===== src/hw/rtl/ftms_pkg.sv =====
// ----------------------------------------------------------------------------
// ftms_pkg
// shared types and constants of the fan tach monitor and selector
// ----------------------------------------------------------------------------
package ftms_pkg;

  localparam int unsigned PULSES_PER_REV_DEF = 2;
  localparam int unsigned NUM_FANS           = 3;
  localparam int unsigned CFG_W              = 16;

  // register reset values
  localparam logic [CFG_W-1:0] MIN_SPEED_RST   = 16'd0;
  localparam logic [CFG_W-1:0] MAX_SPEED_RST   = 16'd65535;
  localparam logic [CFG_W-1:0] START_DELAY_RST = 16'd300;
  localparam logic [CFG_W-1:0] GAP_DELAY_RST   = 16'd10;

  typedef enum logic [1:0] {
    REG_MIN_SPEED   = 2'd0,
    REG_MAX_SPEED   = 2'd1,
    REG_START_DELAY = 2'd2,
    REG_GAP_DELAY   = 2'd3
  } cfg_reg_t;

  typedef enum logic [2:0] {
    PH_START = 3'd0,
    PH_FAN0  = 3'd1,
    PH_FAN1  = 3'd2,
    PH_FAN2  = 3'd3,
    PH_DONE  = 3'd4
  } phase_t;

  typedef struct packed {
    logic [15:0] pulse_count;
    logic        fan1_on;
    logic        fan2_on;
    logic        fan3_on;
  } item_t;

  typedef struct packed {
    logic [2:0] fault_flags;
    logic [1:0] selected_fan;
    logic [1:0] route_fan;
    logic       measure_taken;
    logic       alarm_clear;
    logic       round_done;
  } result_t;

endpackage


===== src/hw/rtl/ftms_judge.sv =====
// ----------------------------------------------------------------------------
// ftms_judge
// checks one tach reading against the speed window for the fan's on state
// ----------------------------------------------------------------------------
module ftms_judge #(
  parameter int unsigned PULSES_PER_REV = ftms_pkg::PULSES_PER_REV_DEF
) (
  input  logic [15:0]              pulses,
  input  logic                     fan_on,
  input  logic [ftms_pkg::CFG_W-1:0] min_speed,
  input  logic [ftms_pkg::CFG_W-1:0] max_speed,
  output logic                     fault
);
  import ftms_pkg::*;

  // speed = pulses / ppr is never formed: the limits are scaled by ppr instead
  localparam int unsigned PprW = $clog2(PULSES_PER_REV + 1);
  localparam int unsigned LimW = CFG_W + 1 + PprW;

  logic [LimW-1:0] ppr_w;
  logic [LimW-1:0] pulses_w;
  logic [LimW-1:0] low_w;
  logic [LimW-1:0] above_low_thr;
  logic [LimW-1:0] below_high_thr;
  logic [LimW-1:0] off_thr;

  assign ppr_w    = LimW'(PULSES_PER_REV);
  assign pulses_w = LimW'(pulses);
  assign low_w    = LimW'(min_speed[CFG_W-1:1]);

  // speed > low  <=>  pulses >= (low + 1) * ppr
  assign above_low_thr  = (low_w + LimW'(1)) * ppr_w;
  // speed < 2*max  <=>  pulses < 2*max * ppr
  assign below_high_thr = LimW'({max_speed, 1'b0}) * ppr_w;
  // speed < low  <=>  pulses < low * ppr
  assign off_thr        = low_w * ppr_w;

  always_comb begin
    if (fan_on) begin
      fault = !((pulses_w >= above_low_thr) && (pulses_w < below_high_thr));
    end else begin
      fault = !(pulses_w < off_thr);
    end
  end

endmodule


===== src/hw/rtl/fan_tach_monitor_selector_top.sv =====
// ----------------------------------------------------------------------------
// fan_tach_monitor_selector_top
// tick driven tach monitor for three fans with round-robin working-fan pick
// ----------------------------------------------------------------------------
// usage
//   each transaction on the item channel is one tick: the pulse count of the
//   fan routed for measurement and the on command of each fan. every item
//   gives exactly one result transaction carrying the fault flags, selected
//   fan, routed fan and the measure / round-done / alarm-clear strobes.
//   a round waits start_delay ticks, measures fans 0, 1, 2 with gap_delay
//   ticks after each, then concludes with the round-robin pick.
//   configuration is a plain write port (cfg_we, cfg_index, cfg_data); the
//   user writes it only while no transaction is in flight, the block does not enforce it.
// timing
//   result_valid rises after the input register and one pass of compare and
//   select logic into the result register, which also updates the running
//   state. one item per cycle is sustained without result stalls; the speed
//   window check (constant multiply and compare) sets the path.
// reset
//   rst is synchronous; it empties both registers and returns the sequencer
//   to the start phase with no faults, fan 0 selected and the pointer at 0.
// stall
//   a stalled result holds; the input register still takes one more item,
//   after which item_stall rises until the result is taken.
// ----------------------------------------------------------------------------
module fan_tach_monitor_selector_top #(
  parameter int unsigned PULSES_PER_REV = ftms_pkg::PULSES_PER_REV_DEF
) (
  input  logic                       clk,
  input  logic                       rst,
  // configuration
  input  logic                       cfg_we,
  input  logic [1:0]                 cfg_index,
  input  logic [ftms_pkg::CFG_W-1:0] cfg_data,
  // item channel
  input  logic                       item_valid,
  output logic                       item_stall,
  input  ftms_pkg::item_t            item,
  // result channel
  output logic                       result_valid,
  input  logic                       result_stall,
  output ftms_pkg::result_t          result
);
  import ftms_pkg::*;

  // configuration registers
  logic [CFG_W-1:0] min_speed;
  logic [CFG_W-1:0] max_speed;
  logic [CFG_W-1:0] start_delay;
  logic [CFG_W-1:0] gap_delay;

  // running state
  phase_t      phase, phase_next;
  logic [15:0] wait_timer, wait_timer_next;
  logic [2:0]  fault_bits, fault_bits_next;
  logic [1:0]  chosen_fan, chosen_fan_next;
  logic [2:0]  scan_pointer, scan_pointer_next;

  // input register
  logic  hold_valid;
  item_t hold;

  // pipeline control
  logic advance;
  logic accept;
  logic step;

  // step logic
  logic [1:0] meas_fan;
  logic       meas_on;
  logic       meas_fault;
  logic [2:0] fans_on;
  result_t    result_next;
  logic [1:0] start_idx;
  logic       found;
  logic [1:0] pick;

  // ------------------------------------------------------------------------
  // configuration writes
  // ------------------------------------------------------------------------
  always_ff @(posedge clk) begin
    if (rst) begin
      min_speed   <= MIN_SPEED_RST;
      max_speed   <= MAX_SPEED_RST;
      start_delay <= START_DELAY_RST;
      gap_delay   <= GAP_DELAY_RST;
    end else if (cfg_we) begin
      unique case (cfg_reg_t'(cfg_index))
        REG_MIN_SPEED:   min_speed   <= cfg_data;
        REG_MAX_SPEED:   max_speed   <= cfg_data;
        REG_START_DELAY: start_delay <= cfg_data;
        REG_GAP_DELAY:   gap_delay   <= cfg_data;
        default:         ;
      endcase
    end
  end

  // ------------------------------------------------------------------------
  // handshake: result register empties or drains, input register refills
  // ------------------------------------------------------------------------
  assign advance    = !result_valid || !result_stall;
  assign step       = hold_valid && advance;
  assign item_stall = hold_valid && !advance;
  assign accept     = item_valid && !item_stall;

  always_ff @(posedge clk) begin
    if (rst) begin
      hold_valid <= 1'b0;
    end else if (accept) begin
      hold_valid <= 1'b1;
    end else if (advance) begin
      hold_valid <= 1'b0;
    end
  end

  always_ff @(posedge clk) begin
    if (accept) begin
      hold <= item;
    end
  end

  // ------------------------------------------------------------------------
  // measurement of the fan the phase points at
  // ------------------------------------------------------------------------
  assign fans_on  = {hold.fan3_on, hold.fan2_on, hold.fan1_on};
  assign meas_fan = 2'(phase - PH_FAN0);
  assign meas_on  = fans_on[meas_fan];

  ftms_judge #(
    .PULSES_PER_REV(PULSES_PER_REV)
  ) u_judge (
    .pulses    (hold.pulse_count),
    .fan_on    (meas_on),
    .min_speed (min_speed),
    .max_speed (max_speed),
    .fault     (meas_fault)
  );

  // round-robin search from the pointer for the first fan without a fault
  always_comb begin
    start_idx = (scan_pointer >= 3'd3) ? 2'd0 : scan_pointer[1:0];
    found     = 1'b0;
    pick      = chosen_fan;
    for (int i = 0; i < NUM_FANS; i++) begin
      if (!found && (2'(i) >= start_idx) && !fault_bits[i]) begin
        found = 1'b1;
        pick  = 2'(i);
      end
    end
  end

  // ------------------------------------------------------------------------
  // sequencer: next state and result of one tick
  // ------------------------------------------------------------------------
  always_comb begin
    phase_next        = phase;
    wait_timer_next   = wait_timer;
    fault_bits_next   = fault_bits;
    chosen_fan_next   = chosen_fan;
    scan_pointer_next = scan_pointer;
    result_next       = '0;
    result_next.route_fan = chosen_fan;

    unique case (phase)
      PH_START: begin
        wait_timer_next = start_delay;
        phase_next      = PH_FAN0;
      end
      PH_FAN0, PH_FAN1, PH_FAN2: begin
        if (wait_timer != 16'd0) begin
          wait_timer_next = wait_timer - 16'd1;
        end else begin
          fault_bits_next[meas_fan] = meas_fault;
          result_next.route_fan     = meas_fan;
          result_next.measure_taken = 1'b1;
          wait_timer_next           = gap_delay;
          phase_next                = phase_t'(phase + 3'd1);
        end
      end
      PH_DONE: begin
        if (wait_timer != 16'd0) begin
          wait_timer_next = wait_timer - 16'd1;
        end else begin
          // no healthy fan: keep the choice, restart the next scan at fan 0
          if (found) begin
            chosen_fan_next   = pick;
            scan_pointer_next = 3'(pick) + 3'd1;
          end else begin
            scan_pointer_next = 3'd4;
          end
          result_next.alarm_clear = ($countones(fault_bits) <= 1) &&
                                    ($countones(fans_on) >= 2);
          result_next.round_done  = 1'b1;
          result_next.route_fan   = found ? pick : chosen_fan;
          phase_next              = PH_START;
        end
      end
      default: begin
        phase_next = PH_START;
      end
    endcase

    result_next.fault_flags  = fault_bits_next;
    result_next.selected_fan = chosen_fan_next;
  end

  always_ff @(posedge clk) begin
    if (rst) begin
      phase        <= PH_START;
      wait_timer   <= '0;
      fault_bits   <= '0;
      chosen_fan   <= '0;
      scan_pointer <= '0;
    end else if (step) begin
      phase        <= phase_next;
      wait_timer   <= wait_timer_next;
      fault_bits   <= fault_bits_next;
      chosen_fan   <= chosen_fan_next;
      scan_pointer <= scan_pointer_next;
    end
  end

  // ------------------------------------------------------------------------
  // result register
  // ------------------------------------------------------------------------
  always_ff @(posedge clk) begin
    if (rst) begin
      result_valid <= 1'b0;
    end else if (advance) begin
      result_valid <= hold_valid;
    end
  end

  always_ff @(posedge clk) begin
    if (step) begin
      result <= result_next;
    end
  end

  // ------------------------------------------------------------------------
  // assertions
  // ------------------------------------------------------------------------
  // input side only stalls when both registers are full and the output waits
  a_stall_only_when_full: assert property (@(posedge clk) disable iff (rst)
    item_stall |-> (hold_valid && result_valid && result_stall))
    else $error("item_stall raised with room in the pipeline");

  // a measurement tick never concludes a round
  a_measure_not_done: assert property (@(posedge clk) disable iff (rst)
    (result_valid && result.measure_taken) |-> !result.round_done)
    else $error("measurement and round conclusion in one transaction");

  // alarm clear is only given on a conclusion tick
  a_clear_on_done: assert property (@(posedge clk) disable iff (rst)
    (result_valid && result.alarm_clear) |-> result.round_done)
    else $error("alarm clear outside a round conclusion");

  // chosen and routed fans stay within the three fans
  a_fan_range: assert property (@(posedge clk) disable iff (rst)
    result_valid |-> (result.selected_fan != 2'd3 && result.route_fan != 2'd3))
    else $error("fan index out of range");

endmodule


===== config.mk =====
export PLATFORM = sky130hd
export DESIGN_NAME = fan_tach_monitor_selector_top
export DESIGN_NICKNAME = d
export VERILOG_FILES = /design/src/hw/rtl/ftms_pkg.sv /design/src/hw/rtl/ftms_judge.sv /design/src/hw/rtl/fan_tach_monitor_selector_top.sv
export SDC_FILE = /design/constraint.sdc
export NUM_CORES = 1
export LEC_CHECK = 0
export BUFFER_PORTS_ARGS = -buffer_cell sky130_fd_sc_hd__buf_2
export CAP_MARGIN = 5
export CORE_MARGIN = 3
export CORE_UTILIZATION = 38
export CTS_CLUSTER_SIZE = 28
export DETAILED_ROUTE_END_ITERATION = 7
export PLACE_DENSITY = 0.6
export SYNTH_ARGS = -nofsm -noshare
export SYNTH_HDL_FRONTEND = slang
export SYNTH_SLANG_ARGS = --single-unit
export TNS_END_PERCENT = 1

===== constraint.sdc =====
create_clock -name clk -period 2.9 [get_ports clk]
set_clock_uncertainty 0.2 [all_clocks]
set_input_delay 0.58 -clock clk [delete_from_list [all_inputs] [get_ports clk]]
set_output_delay 0.58 -clock clk [all_outputs]
set_load 0.005 [all_outputs]

== Yosys cells after proc, flatten, opt, wreduce, memory -nomap -nowiden ==
Cells that the tools add are included.

* Equality and inequality tests: 10
* Muxes and demuxes: 30
* Add/sub/neg operators: 9
* Bitwise logic cells: 2
* $lt $le $gt $ge: 11
* Reduce and logical (&&, ||, !) cells: 37

{| class="wikitable"
|+ Operators with widths
! operator !! count
|-
| 16-bit one-hot mux with 3 select lines || 1
|-
| 16-bit 2-to-1 mux || 2
|-
| 16-bit by 19-bit greater-or-equal comparator with 1-bit output || 1
|-
| 16-bit by 18-bit less-than comparator with 1-bit output || 1
|-
| 3-bit 2-to-1 mux || 6
|-
| 15-bit by 1-bit adder with 16-bit output (second input constant) || 1
|-
| 16-bit less-than comparator || 1
|-
| 16-bit nonzero test || 1
|-
| 16-bit by 1-bit subtractor with 16-bit output (second input constant) || 1
|-
| 2-bit 2-to-1 mux || 7
|-
| 1-bit logical AND || 11
|-
| 1-bit logical NOT || 11
|-
| 1-bit 2-to-1 mux || 9
|-
| 3-bit one-hot mux with 3 select lines || 1
|-
| 3-bit AND reduction || 3
|-
| 2-bit AND reduction || 4
|-
| 2-bit by 1-bit adder with 3-bit output || 2
|-
| 3-bit by 2-bit equality test with 1-bit output (second input constant) || 2
|-
| 3-bit by 2-bit greater-or-equal comparator with 1-bit output (second input constant) || 2
|-
| 2-bit != test (second input constant) || 3
|-
| 1-bit by 1-bit adder with 2-bit output || 2
|-
| 2-bit equality test (second input constant) || 2
|-
| 1-bit by 2-bit greater-or-equal comparator with 1-bit output (first input constant) || 2
|-
| 2-bit one-hot mux with 2 select lines || 1
|-
| 21 further kinds || 22
|}

* Flip-flop bits (word level): 122
* Word-level logic and storage cells: 120
* Output and inout port bits: 12

== Longest topological paths before layout ==
* Word-level depth: 16
* Mapped depth: 13
* Mapped depth without buffers: 13

== Hierarchy ==
A second synthesis with hierarchy kept.

* Cell total of the unflattened synthesis: 771
* Area, all modules: 6706.4 um^2

{| class="wikitable"
|+ By module, submodules not included
! module !! cells an instance !! area an instance (um^2) !! instances
|-
| fan_tach_monitor_selector_top || 603 || 5445.2 || 1
|-
| ftms_judge || 168 || 1261.2 || 1
|}

== Least setup slack after synthesis ==
No wires, ideal clock.

* Path type: reg-to-reg
* From: register min_speed[3]
* To: register result[7] (netlist name), data pin
* Arrival: 2.754 ns
* Library setup time: 0.278 ns
* Clock period less this slack: 3.231 ns
* Stages on the path, launching flop included: 14
* Slack: -0.331 ns
* Path buffers: 0
* Path through: dfxtp_1 inv_1 nor3_1 and3_1 nand2b_1 nor4_1 xnor2_1 ha_1 nand2_1 a211o_1 a222oi_1 o41ai_1 a211oi_1 o21ai_0

* Longest elaborated chain between the ends: 8

{| class="wikitable"
|+ RTL lines
! what !! RTL line !! RTL
|-
| from (decl) || fan_tach_monitor_selector_top.sv:47 || <nowiki>logic [CFG_W-1:0] min_speed;</nowiki>
|-
| from (signal assigned) || fan_tach_monitor_selector_top.sv:89 || <nowiki>REG_MIN_SPEED: min_speed <= cfg_data;</nowiki>
|-
| 15-bit by 1-bit adder with 16-bit output || ftms_judge.sv:32 || <nowiki>assign above_low_thr = (low_w + LimW'(1)) * ppr_w;</nowiki>
|-
| 16-bit by 19-bit greater-or-equal comparator with 1-bit output || ftms_judge.sv:40 || <nowiki>fault = !((pulses_w >= above_low_thr) && (pulses_w < below_high_thr));</nowiki>
|-
| 1-bit logical AND || ftms_judge.sv:40 ||
|-
| 1-bit logical NOT || ftms_judge.sv:40 ||
|-
| 1-bit 2-to-1 mux (*) || ftms_judge.sv:39 || <nowiki>if (fan_on) begin</nowiki>
|-
| 3-bit bitwise mux (*) || fan_tach_monitor_selector_top.sv:173 || <nowiki>fault_bits_next[meas_fan] = meas_fault;</nowiki>
|-
| 3-bit 2-to-1 mux (*) || fan_tach_monitor_selector_top.sv:170 || <nowiki>if (wait_timer != 16'd0) begin</nowiki>
|-
| 3-bit 2-to-1 mux (*) || fan_tach_monitor_selector_top.sv:164 || <nowiki>unique case (phase)</nowiki>
|-
| net fault_bits_next[0] || fan_tach_monitor_selector_top.sv:55 || <nowiki>logic [2:0] fault_bits, fault_bits_next;</nowiki>
|-
| to (signal assigned) || fan_tach_monitor_selector_top.sv:236 || <nowiki>result <= result_next;</nowiki>
|-
| to (decl) || fan_tach_monitor_selector_top.sv:42 || <nowiki>output ftms_pkg::result_t result</nowiki>
|}

The timed path passes the listed nets; every way through them passes the cells marked *.
A chain may end at the register's enable or synchronous reset.

== Final worst setup path ==
* From: register min_speed[4]
* To: register result[8] (netlist name), data pin

Same word-level chain as after synthesis.

==> flow_summary_export.csv <==
group,metric,value,unit
status,status,"finished, violations left",
status,violations,"setup timing",
floorplanning,dieArea,0.0185,mm2
synthesis,syn_avg_cell_area,8.45,um2
global_routing,track_usage,18.9,%
sta,setup_viol,6,
clock_network,clk_pin_slew_worst_paths,0.06,ns
sta,hold_ws,0.128,ns
hold_path,min_from,"item[5]",
detailed_routing,first_pass_iters,6,
place,io_buffers,53,
global_routing,gr-total-overflow,0,
place,dp_hpwl,12.0,mm
detailed_routing,ant_nets,0,
finish,fin_cells,1071,
sta,final_max_slew_viol_count,0,
synthesis,yosysTopAreaCell,"dfxtp_1",
floorplanning,die_height,136,um
synthesis,ys_warn_count,0,
synthesis,synth_top_area_share,28.7,%
finish,layout_commonest_cell,"nand2_1",
power_and_ir_drop,vdd_drop_max,0.437,mV
setup_path,cpMaxStageDelayCell,"dfxtp_2",
clock_network,cts_buffers,17,
sta,worst_slew_pin_slew,0.828,ns
detailed_routing,drtIter0Drc,423,
floorplanning,initial_utilization,39.6,%
power_and_ir_drop,seq_power_share,38.8,%
clock_network,htree_levels,4,
setup_path,worst_ep_arrival_time,2.95,ns
synthesis,seq_area_frac_synth,42.2,%
floorplanning,rows,46,
synthesis,synth_cell_type_count,62,
setup_path,slowest_delay,0.34,ns
power_and_ir_drop,p_switching,0.00120,W
sta,worst_slack,-0.0819,ns
finish,layout_common_cells,"nand2_1 (155), dfxtp_1 (88), a21oi_1 (85)",
floorplanning,die_w,136,um
synthesis,synth-seq-cells,121,
synthesis,synth_edf_count,29,
power_and_ir_drop,leakage,3.19,nW
global_routing,grt_max_degree,62,
setup_path,crit_type,"flip-flop to flip-flop",
synthesis,synth_ff_type,"dfxtp_1",
detailed_routing,vias,5651,
clock_network,root_buffer,"clkbuf_16",
setup_path,cp_max_fo,4,
place,dpl.cell_count,1035,
finish,layout-drive-gt1-share,18.4,%
setup_path,startpoint,"min_speed[4]",
global_routing,antenna_found_initial,0,
sta,period_minus_slack,2.98,ns
power_and_ir_drop,power_frac_comb,13.2,%
detailed_routing,via_per_inst,5.28,
setup_path,setup.worst_path.start_class,"flip-flop",
clock_network,cts_sinks,121,
synthesis,synthTopCellsByArea,"dfxtp_1 (29%), edfxtp_1 (14%), ha_1 (11%)",
setup_path,path_cells,"inv_2 -> nor3_4 -> and3_4 -> nand2b_4 -> nor4_4 -> xnor2_1 -> ha_1 -> nand2_2 -> a211o_1 -> a222oi_1 -> o41ai_1 -> a211oi_2 -> buf_4 -> o21ai_1",
sta,slew_headroom,44.7,%
setup_path,reg2reg_from,"min_speed[4]",
sta,max_freq,335,MHz
sta,period_share,103,%
synthesis,syn_inst,761,
power_and_ir_drop,p_clk_share,48.0,%
setup_path,required,2.87,ns
floorplanning,core_area,0.0162,mm2
clock_network,cts_tree,"built",
global_routing,grt_pass1_vias,5333,
finish,area_growth,22.7,%
synthesis,synth_nets,858,
place,place_congestion,0.882,
synthesis,synth.cell_area,0.00643,mm2
sta,hold_viol,0,
sta,rsz0062_at_grt,"yes",
hold_path,hp-class,"input port to flip-flop",
setup_path,cp-end-kind,"flip-flop",
floorplanning,ios,54,
power_and_ir_drop,swShare,25.1,%
clock_network,clockBufferDepth,2,
finish,n_antenna_cell,0,
detailed_routing,wl_per_cell,15.8,um
power_and_ir_drop,powerDensity,605,mW/mm2
power_and_ir_drop,p_total,0.00477,W
synthesis,synth-async-reset-ratio,0,%
detailed_routing,wirelength,16.9,mm
finish,nNetsFinal,939,
power_and_ir_drop,intPower,0.00357,W
global_routing,grt_pass1_wl,27.4,mm
clock_network,clock_latency,0.42,ns
detailed_routing,post-route-drc-count,0,
flow_run,drv_cap,0,
==> state kept, by name, summed over array words and instances, names as in the netlist, 10 cells and up <==
| signal | cells |
|---|---|
| wait_timer | 16 |
| start_delay | 16 |
| result | 10 |
| min_speed | 15 |
| max_speed | 16 |
| hold | 16 |
| gap_delay | 16 |
==> logic make-up (layout without fill, tap and decap cells) <==
group           count (synthesis)  count (layout)  share of synthesized area [%]
compound gates                209             209                           19.8
xor+xnor                       13              13                           1.77
fa+ha+maj                      55              55                           10.7
buf+inv                        80             174                           4.92
flops                         121             121                           42.2
mux                             5               5                          0.818
simple gates                  278             278                           19.8
==> repair_timing <==
action / 4_1_cts / 5_1_grt
endpoints found under the setup margin: 6 / 11
gates cloned: 0 / 0
setup buffers: 3 / 1
pin swaps: 3 / 10
hold buffers: 0 / 0
resized for setup: 6 / 14
==> through the flow <==
step / util [%] / setup TNS (ns) / worst slack [ns] / cell area, um2
2_1_floorplan: - / -0.0220 / -0.00735 / 6450
3_3_place_gp: 44.1 / -0.348 / -0.0808 / 7160
3_5_place_dp: 44.1 / -0.573 / -0.130 / 7160
4_1_cts: 48.2 / -0.584 / -0.116 / 7820
5_1_grt: 48.6 / -1.24 / -0.224 / 7890
6_report: 48.6 / -0.376 / -0.0819 / 7890
==> worst paths after layout <==
path                        to  slack, ns  cells past startpoint
setup reg to reg     result[8]      -0.08                     14
hold reg to reg   gap_delay[9]       0.26                      2
hold / removal         hold[5]       0.13                      1
setup / recovery     result[8]      -0.08                     14
==> cells in the mapped netlist, types with 2 or more instances <==
cell and n:
nand2_1 157, or2_2 2, o41ai_1 3, o21ai_0 44
nand3_1 30, a21boi_0 2, a211oi_1 9, clkbuf_1 28
or4_1 3, mux2_2 2, a221oi_1 2, dfxtp_1 92
nand4_1 7, xnor2_1 13, a22oi_1 9, nand2b_1 4
buf_1 3, o211ai_1 19, or3_1 3, mux2i_1 3
a21oi_1 85, and3_1 4, edfxtp_1 29, buf_2 4
nor2_1 33, a22o_1 8, a21o_1 5, o21ai_1 3
o21a_1 6, inv_1 43, ha_1 55, nor4_1 5
nand3b_1 2, nor3_1 13, nor2b_1 4
==> per-layer routing <==
layer  GRT usage (%)  wire length, um
met1            26.5             8370
met2            28.9             7600
met3            4.18              699
met4            5.94              251
met5               0                0
==> critical path, delay by kind of cell, from the launching register on <==
kind / cells / cell delay [ns]
buffers and inverters: 2 / 0.21
adders and majority gates: 1 / 0.32
and+or+nand+nor: 5 / 0.69
DFF: 1 / 0.34
AOI/OAI and AO/OA: 5 / 0.86
xor gates and xnor gates: 1 / 0.11
==> cell type report <==
| type | instances | area (um2) |
|---|---|---|
| fillers | 1586 | 8350 |
| multi-input cells | 560 | 3480 |
| flip-flops and latches | 121 | 2720 |
| repair buffers | 99 | 627 |
| clock buffers | 19 | 433 |
| well taps | 216 | 270 |
| clock inverters | 13 | 200 |
| inverters | 43 | 161 |
==> power by group through the flow <==
stage               sequential [W]  clock [W]  combinational [W]
floorplan                  0.00187          0           0.000396
global placement           0.00188          0           0.000615
detailed placement         0.00188          0           0.000618
CTS                        0.00185    0.00233           0.000624
global route               0.00186    0.00242           0.000707
finish                     0.00185    0.00229           0.000630
Note: power is estimated with default switching activity, not from simulation.
